## src/btlc_pkg.sv

```systemverilog
// ----------------------------------------------------------------------------
// Button timed light controller package
// Shared widths, event codes and the structs passed between the modules.
// ----------------------------------------------------------------------------
package btlc_pkg;

	localparam int COUNT_W = 16;
	localparam int CFG_W   = 16;
	localparam int CMP_W   = (COUNT_W > CFG_W) ? COUNT_W : CFG_W;
	localparam int IDX_W   = 4;

	typedef logic [2:0]         event_t;
	typedef logic [COUNT_W-1:0] count_t;
	typedef logic [CFG_W-1:0]   cfg_word_t;
	typedef logic [IDX_W-1:0]   cfg_idx_t;

	localparam event_t EV_NONE      = 3'd0;
	localparam event_t EV_ON        = 3'd1;
	localparam event_t EV_RESTART   = 3'd2;
	localparam event_t EV_CYCLE_ON  = 3'd3;
	localparam event_t EV_CYCLE_OFF = 3'd4;
	localparam event_t EV_TIMEOUT   = 3'd5;

	localparam cfg_idx_t REG_HOLD_TICKS = 4'd0;
	localparam cfg_idx_t REG_ON_TICKS   = 4'd1;

	localparam cfg_word_t HOLD_TICKS_RST = 16'd100;
	localparam cfg_word_t ON_TICKS_RST   = 16'd500;

	typedef struct packed {
		cfg_word_t hold_ticks;
		cfg_word_t on_ticks;
	} cfg_t;

	typedef struct packed {
		logic   light_on;
		event_t event_code;
	} result_t;

endpackage

```

## src/btlc_if.sv

```systemverilog
// ----------------------------------------------------------------------------
// Button timed light controller channels
// Valid/ready channels for button samples, results and register writes.
// ----------------------------------------------------------------------------
interface btlc_in_if;
	logic valid;
	logic ready;
	logic button_pressed;

	modport source (output valid, output button_pressed, input ready);
	modport sink (input valid, input button_pressed, output ready);
endinterface

interface btlc_out_if;
	logic              valid;
	logic              ready;
	logic              light_on;
	btlc_pkg::event_t  event_code;

	modport source (output valid, output light_on, output event_code, input ready);
	modport sink (input valid, input light_on, input event_code, output ready);
endinterface

interface btlc_cfg_if;
	logic                valid;
	logic                ready;
	btlc_pkg::cfg_idx_t  index;
	btlc_pkg::cfg_word_t data;

	modport source (output valid, output index, output data, input ready);
	modport sink (input valid, input index, input data, output ready);
endinterface

```

## src/button_timed_light_controller.sv

```systemverilog
// ----------------------------------------------------------------------------
// Button timed light controller
// Push-button light control with hold toggling and an on-time timer.
// ----------------------------------------------------------------------------
//  port     role    payload
//  button   sink    button_pressed
//  result   source  light_on, event_code
//  cfg      sink    index, data (hold_ticks = 0, on_ticks = 1)
//
// One sample is taken every cycle while the result is not stalled; each
// accepted request passes through the sample register and then the result
// register, and the controller state is updated as a sample moves between
// them. Reset clears the light, the press and timer state and loads the
// default thresholds. A stalled result holds the sample register, which
// stops new requests once both stages are full.
// ----------------------------------------------------------------------------
module button_timed_light_controller (
	input  logic          clk,
	input  logic          arst_n,
	btlc_in_if.sink       button,
	btlc_out_if.source    result,
	btlc_cfg_if.sink      cfg
);

	btlc_pkg::cfg_t    regs;
	btlc_pkg::result_t res_n;
	btlc_pkg::result_t res_q;
	logic              valid_s1;
	logic              btn_s1;
	logic              out_valid_q;
	logic              in_acc;
	logic              adv;

	assign adv          = valid_s1 && (!out_valid_q || result.ready);
	assign button.ready = !valid_s1 || adv;
	assign in_acc       = button.valid && button.ready;

	always_ff @(posedge clk or negedge arst_n) begin
		if (!arst_n) begin
			valid_s1    <= 1'b0;
			out_valid_q <= 1'b0;
		end else begin
			if (in_acc) begin
				valid_s1 <= 1'b1;
			end else if (adv) begin
				valid_s1 <= 1'b0;
			end
			if (adv) begin
				out_valid_q <= 1'b1;
			end else if (result.ready) begin
				out_valid_q <= 1'b0;
			end
		end
	end

	always_ff @(posedge clk) begin
		if (in_acc) begin
			btn_s1 <= button.button_pressed;
		end
		if (adv) begin
			res_q <= res_n;
		end
	end

	btlc_cfg u_cfg (
		.clk    (clk),
		.arst_n (arst_n),
		.cfg    (cfg),
		.regs   (regs)
	);

	btlc_core u_core (
		.clk    (clk),
		.arst_n (arst_n),
		.step   (adv),
		.btn    (btn_s1),
		.regs   (regs),
		.res    (res_n)
	);

	assign result.valid      = out_valid_q;
	assign result.light_on   = res_q.light_on;
	assign result.event_code = res_q.event_code;

endmodule

```

## src/btlc_cfg.sv

```systemverilog
// ----------------------------------------------------------------------------
// Button timed light controller registers
// Holds the hold and on-time thresholds written through the register port.
// ----------------------------------------------------------------------------
module btlc_cfg (
	input  logic            clk,
	input  logic            arst_n,
	btlc_cfg_if.sink        cfg,
	output btlc_pkg::cfg_t  regs
);

	btlc_pkg::cfg_word_t hold_q;
	btlc_pkg::cfg_word_t on_q;
	logic                wr;

	assign cfg.ready = 1'b1;
	assign wr = cfg.valid && cfg.ready;

	always_ff @(posedge clk or negedge arst_n) begin
		if (!arst_n) begin
			hold_q <= btlc_pkg::HOLD_TICKS_RST;
			on_q   <= btlc_pkg::ON_TICKS_RST;
		end else if (wr) begin
			case (cfg.index)
				btlc_pkg::REG_HOLD_TICKS: hold_q <= cfg.data;
				btlc_pkg::REG_ON_TICKS:   on_q   <= cfg.data;
				default: ;
			endcase
		end
	end

	assign regs.hold_ticks = hold_q;
	assign regs.on_ticks   = on_q;

endmodule

```

## src/btlc_core.sv

```systemverilog
// ----------------------------------------------------------------------------
// Button timed light controller core
// Controller state and the per-tick update that yields one result.
// ----------------------------------------------------------------------------
module btlc_core (
	input  logic              clk,
	input  logic              arst_n,
	input  logic              step,
	input  logic              btn,
	input  btlc_pkg::cfg_t    regs,
	output btlc_pkg::result_t res
);

	localparam int CMP_W = btlc_pkg::CMP_W;

	logic             light_q;
	logic             pressing_q;
	logic             cycling_q;
	logic             timer_run_q;
	btlc_pkg::count_t press_cnt_q;
	btlc_pkg::count_t timer_cnt_q;

	logic             light_n;
	logic             pressing_n;
	logic             cycling_n;
	logic             timer_run_n;
	btlc_pkg::count_t press_cnt_n;
	btlc_pkg::count_t timer_cnt_n;
	btlc_pkg::event_t ev_n;
	logic [CMP_W-1:0] hold_x;
	logic [CMP_W-1:0] on_x;

	assign hold_x = CMP_W'(regs.hold_ticks);
	assign on_x   = CMP_W'(regs.on_ticks);

	always_comb begin
		light_n     = light_q;
		pressing_n  = pressing_q;
		cycling_n   = cycling_q;
		timer_run_n = timer_run_q;
		press_cnt_n = press_cnt_q;
		timer_cnt_n = timer_cnt_q;
		ev_n        = btlc_pkg::EV_NONE;

		if (pressing_q && (press_cnt_q != '1)) begin
			press_cnt_n = press_cnt_q + 1'b1;
		end
		if (timer_run_q && (timer_cnt_q != '1)) begin
			timer_cnt_n = timer_cnt_q + 1'b1;
		end

		if (btn) begin
			if (!pressing_q) begin
				pressing_n  = 1'b1;
				press_cnt_n = '0;
				if (!light_q) begin
					light_n     = 1'b1;
					timer_run_n = 1'b1;
					timer_cnt_n = '0;
					ev_n        = btlc_pkg::EV_ON;
				end
				cycling_n = 1'b0;
			end
			if (CMP_W'(press_cnt_n) >= hold_x) begin
				light_n = !light_n;
				if (light_n) begin
					timer_run_n = 1'b1;
					timer_cnt_n = '0;
					ev_n        = btlc_pkg::EV_CYCLE_ON;
				end else begin
					timer_run_n = 1'b0;
					ev_n        = btlc_pkg::EV_CYCLE_OFF;
				end
				press_cnt_n = '0;
				cycling_n   = 1'b1;
			end
		end else if (pressing_q) begin
			if ((CMP_W'(press_cnt_n) < hold_x) && !cycling_q && light_q) begin
				timer_run_n = 1'b1;
				timer_cnt_n = '0;
				ev_n        = btlc_pkg::EV_RESTART;
			end
			pressing_n  = 1'b0;
			press_cnt_n = '0;
			cycling_n   = 1'b0;
		end

		if (timer_run_n && (CMP_W'(timer_cnt_n) >= on_x)) begin
			if (light_n) begin
				light_n = 1'b0;
				ev_n    = btlc_pkg::EV_TIMEOUT;
			end
			timer_run_n = 1'b0;
		end
	end

	always_ff @(posedge clk or negedge arst_n) begin
		if (!arst_n) begin
			light_q     <= 1'b0;
			pressing_q  <= 1'b0;
			cycling_q   <= 1'b0;
			timer_run_q <= 1'b0;
			press_cnt_q <= '0;
			timer_cnt_q <= '0;
		end else if (step) begin
			light_q     <= light_n;
			pressing_q  <= pressing_n;
			cycling_q   <= cycling_n;
			timer_run_q <= timer_run_n;
			press_cnt_q <= press_cnt_n;
			timer_cnt_q <= timer_cnt_n;
		end
	end

	assign res.light_on   = light_n;
	assign res.event_code = ev_n;

	// The timer only runs while the light is on.
	a_timer_light: assert property (@(posedge clk) disable iff (!arst_n)
		timer_run_q |-> light_q)
		else $error("timer running with the light off");

	// Cycle mode exists only inside a press.
	a_cycle_press: assert property (@(posedge clk) disable iff (!arst_n)
		cycling_q |-> pressing_q)
		else $error("cycle mode outside a press");

	// The press counter is cleared whenever no press is in progress.
	a_press_idle: assert property (@(posedge clk) disable iff (!arst_n)
		!pressing_q |-> (press_cnt_q == '0))
		else $error("press count kept after release");

	// A timeout leaves the light off and the timer stopped.
	a_timeout: assert property (@(posedge clk) disable iff (!arst_n)
		(step && (ev_n == btlc_pkg::EV_TIMEOUT)) |=> (!light_q && !timer_run_q))
		else $error("timeout did not switch off");

	// An on event leaves the light on with the timer restarted.
	a_on: assert property (@(posedge clk) disable iff (!arst_n)
		(step && ((ev_n == btlc_pkg::EV_ON) || (ev_n == btlc_pkg::EV_CYCLE_ON)))
		|=> (light_q && timer_run_q && (timer_cnt_q == '0)))
		else $error("on event without light and fresh timer");

endmodule
```

## src/flat_wrapper.sv

```systemverilog
// flat-port wrapper written by rule: the top's interface ports become plain ports
module button_timed_light_controller_flat 
  (clk, arst_n, button_valid, button_button_pressed, button_ready, result_valid, result_light_on, result_event_code, result_ready, cfg_valid, cfg_index, cfg_data, cfg_ready);
  btlc_in_if button_i ();
  btlc_out_if result_i ();
  btlc_cfg_if cfg_i ();
  input  logic clk;
  input  logic arst_n;
  input wire logic [$bits(button_i.valid)-1:0] button_valid;
  input wire logic [$bits(button_i.button_pressed)-1:0] button_button_pressed;
  output wire logic [$bits(button_i.ready)-1:0] button_ready;
  output wire logic [$bits(result_i.valid)-1:0] result_valid;
  output wire logic [$bits(result_i.light_on)-1:0] result_light_on;
  output wire logic [$bits(result_i.event_code)-1:0] result_event_code;
  input wire logic [$bits(result_i.ready)-1:0] result_ready;
  input wire logic [$bits(cfg_i.valid)-1:0] cfg_valid;
  input wire logic [$bits(cfg_i.index)-1:0] cfg_index;
  input wire logic [$bits(cfg_i.data)-1:0] cfg_data;
  output wire logic [$bits(cfg_i.ready)-1:0] cfg_ready;
  assign button_i.valid = button_valid;
  assign button_i.button_pressed = button_button_pressed;
  assign button_ready = button_i.ready;
  assign result_valid = result_i.valid;
  assign result_light_on = result_i.light_on;
  assign result_event_code = result_i.event_code;
  assign result_i.ready = result_ready;
  assign cfg_i.valid = cfg_valid;
  assign cfg_i.index = cfg_index;
  assign cfg_i.data = cfg_data;
  assign cfg_ready = cfg_i.ready;
  button_timed_light_controller u_core (.clk(clk), .arst_n(arst_n), .button(button_i), .result(result_i), .cfg(cfg_i));
endmodule
```

## config.mk

```make
export PLATFORM = sky130hd
export DESIGN_NAME = button_timed_light_controller_flat
export DESIGN_NICKNAME = d
export VERILOG_FILES = /design/src/btlc_pkg.sv /design/src/btlc_if.sv /design/src/button_timed_light_controller.sv /design/src/btlc_cfg.sv /design/src/btlc_core.sv /design/src/flat_wrapper.sv
export SDC_FILE = /design/constraint.sdc
export NUM_CORES = 1
export LEC_CHECK = 0
export BUFFER_PORTS_ARGS = -buffer_cell sky130_fd_sc_hd__clkbuf_2
export CAP_MARGIN = 30
export CORE_MARGIN = 2
export CORE_UTILIZATION = 40
export CTS_CLUSTER_SIZE = 28
export DETAILED_ROUTE_END_ITERATION = 12
export PLACE_DENSITY = 0.59
export SLEW_MARGIN = 20
export SYNTH_ARGS = -nofsm -noshare
export SYNTH_HDL_FRONTEND = slang
export SYNTH_SLANG_ARGS = --single-unit
```

## constraint.sdc

```tcl
create_clock -name clk -period 6.31 [get_ports clk]
set_input_delay 0.3155 -clock clk [delete_from_list [all_inputs] [get_ports clk]]
set_output_delay 0.3155 -clock clk [all_outputs]
set_load 0.05 [all_outputs]
```

==> results.cfg <==
[status]
status = finished, final reports clean

[cells_and_area]
fin_util = 0.469
num_antenna_cells = 0
layout-drive-gt1-share = 0.179
synthToLayoutAreaGrowth_pct = 13.8
fin_area_mm2 = 0.00595
instances_no_fill = 796
nets = 696

[logic_synthesis]
yosys.area.top_type = dfrtp_1
synth_area_leaders = dfrtp_1, ha_1, o21ai_0
ys_seq_elements = 75
syn_nets = 668
synth_sequential_area_ratio = 0.366
synth_flop_cell = dfrtp_1
yosysTopAreaCellShare = 0.292
yosysWarnings = 0
yosysUniqueCellTypes = 66
synth_area_per_cell_um2 = 8.85
synth_edf_count = 5
netlist_instances = 591
synth_most_common_cell = nand2_1
async_flop_share = 0.933
synth.cell_area_mm2 = 0.00523
synthTopCellsByCount = nand2_1, dfrtp_1, o21ai_0, ha_1, inv_1

[worst_setup_path]
crit_fanout = 6
cp_data_arrival_time_ps = 6070
startpoint_type = flop
critPathRequiredTime_ps = 6410
endpoint_kind = flop
critPathKind = flop to flop

[die]
initial_core_util = 0.413
die_area_mm2 = 0.0140
io-pin-count = 33
die_w_um = 118
num_rows = 41
die_h_um = 118
coreArea_mm2 = 0.0127

[clock_network]
clock_latency_ps = 350
path_clk_slew_ps = 70
cts_sinks = 75
cts-root-buf = clkbuf_16
cts_tree = done
clock_path_buffers = 2
cts_buffers = 9
htree_num_levels = 3

[timing]
slew_headroom = 0.492
tns_ps = 0
final_max_slew_viol_count = 0
hold_violations = 0
setup_violations = 0
fin_skew_ps = 10.9
period_minus_slack_ps = 5980
worst_slew_pin_slew_ps = 760
fmax_ghz = 0.167
min_period_over_period = 0.947
setup_ws_ps = 335
holdWs_ps = 150

[placement]
place_hpwl_mm = 9.29
detailedPlace.worstSlack_ps = 300
port_buffers = 31
place_inst = 776
gp_congestion = 0.901
placed_cell_area_mm2 = 0.00554

[grt]
grt_pass1_wl_mm = 21.0
antenna_found_initial = 0
grt_max_degree = 71
grt.overflow.total = 0
track_usage = 0.188
grt_pass1_vias = 4239

[pwr]
fin_total_pwr_mw = 1.80
pwr-share-seq = 0.372
leakagePower_nw = 2.74
internal_power_mw = 1.14
p_sw_mw = 0.661
swShare = 0.368
power.density_mw_per_mm2 = 302
pwr-share-comb = 0.327
pwr-share-clk = 0.301
ir_drop_v = 0.000142

[detailed_routing]
drtPass1Iterations = 5
drt_iter0_drc = 236
drc = 0
via_per_inst = 5.42
vias = 4312
wirelength_mm = 12.6
wire_per_inst_um = 15.8
antenna_left = 0

[run]
max-cap-violations = 0

[min_path]
worstHoldPathType = primary input to flop
-- power by group through the flow --
stage                     logic [mW]  clock network [mW]  registers, mW
final                          0.588               0.541          0.669
after global routing           0.670               0.576          0.683
after CTS                      0.569               0.555          0.668
after detailed placement       0.561                   0          0.675
after global placement         0.544                   0          0.671
after floorplan                0.417                   0          0.664
-- critical path, cell delays in order (launching register included) --
cell and delay, ps:
dfrtp_1 440, ha_1 240, nand4_1 200, o41a_1 470, nand4_1 280, nor2_1 100
xnor2_1 230, inv_1 70, ha_1 270, nand2_1 60, a2111oi_1 510, o21ai_0 180
o311ai_2 470, o21bai_2 190, a21oi_1 250, ha_1 310, a2111oi_2 360, nand2_1 80
a21oi_1 110, o21ai_0 180, a21boi_1 210, o21a_1 200, a221o_1 300
-- sequential cells by signal (all words and copies together) (netlist names) --
signal and flops:
u_core.u_cfg.hold_q 16, u_core.result.event_code 3, u_core.u_core.timer_run_q 1, u_core.btn_s1 1, u_core.u_core.cycling_q 1, u_core.u_core.timer_cnt_q 16
u_core.u_core.light_q 1, u_core.result.light_on 1, u_core.u_cfg.on_q 16, u_core.u_core.press_cnt_q 16, u_core.result.valid 1, u_core.u_core.pressing_q 1
u_core.valid_s1 1
-- worst paths after layout --
path                                              start                           to  slack, ps  cells after the start
max in group asynchronous                        arst_n         u_core.u_cfg.on_q[8]       5220                      4
min in group asynchronous                        arst_n       u_core.u_cfg.hold_q[4]        500                      3
max                        u_core.u_core.press_cnt_q[0]  u_core.result.event_code[2]        330                     22
min                               button_button_pressed                u_core.btn_s1        150                      1
max reg2reg                u_core.u_core.press_cnt_q[0]  u_core.result.event_code[2]        330                     22
min reg2reg                             u_core.valid_s1          u_core.result.valid        500                      1
-- cell usage in the layout, fill, tap and decap left out, types with 11 or more instances in the layout --
cell / count
dfrtp_1: 61
o21ai_0: 56
inv_1: 50
nor2_1: 40
ha_1: 51
nand2_1: 67
xnor2_1: 16
a21oi_1: 31
clkbuf_2: 30
nand3_1: 13
and2_1: 12
nor2b_1: 11
mux2_2: 18
-- repair_timing --
item,4_1_cts,5_1_grt
hold buffers,0,1
gates resized for setup,0,11
buffers inserted,0,2
endpoints found under the setup margin,0,5
endpoints found under the hold margin,0,17
-- per-layer routing --
layer	wire length [um]	GRT usage	vias up
li1	-	-	2129
met3	481	0.0391	19
met1	6160	0.265	2071
met2	5680	0.286	93
met5	0	0	-
met4	269	0.0648	0
-- logic make-up after synthesis --
group / count (synthesis) / share of synthesized area
other: 1 / 0.000717
and+or+nand+nor: 206 / 0.198
muxes: 20 / 0.0426
xor gates and xnor gates: 23 / 0.0385
adders and majority gates: 51 / 0.122
buffers and inverters: 75 / 0.0584
DFF: 75 / 0.366
AOI/OAI and AO/OA: 140 / 0.174
-- cell type report --
type                            count  area [um2]
Fill cell                        1249        6720
Multi-Input combinational cell    441        3050
Sequential cell                    75        1910
Timing Repair Buffer               42         273
Clock buffer                        9         225
Tap cell                          172         215
Inverter                           50         188
Clock inverter                      7        81.3
No activity file was read; power rests on OpenSTA's default activity.
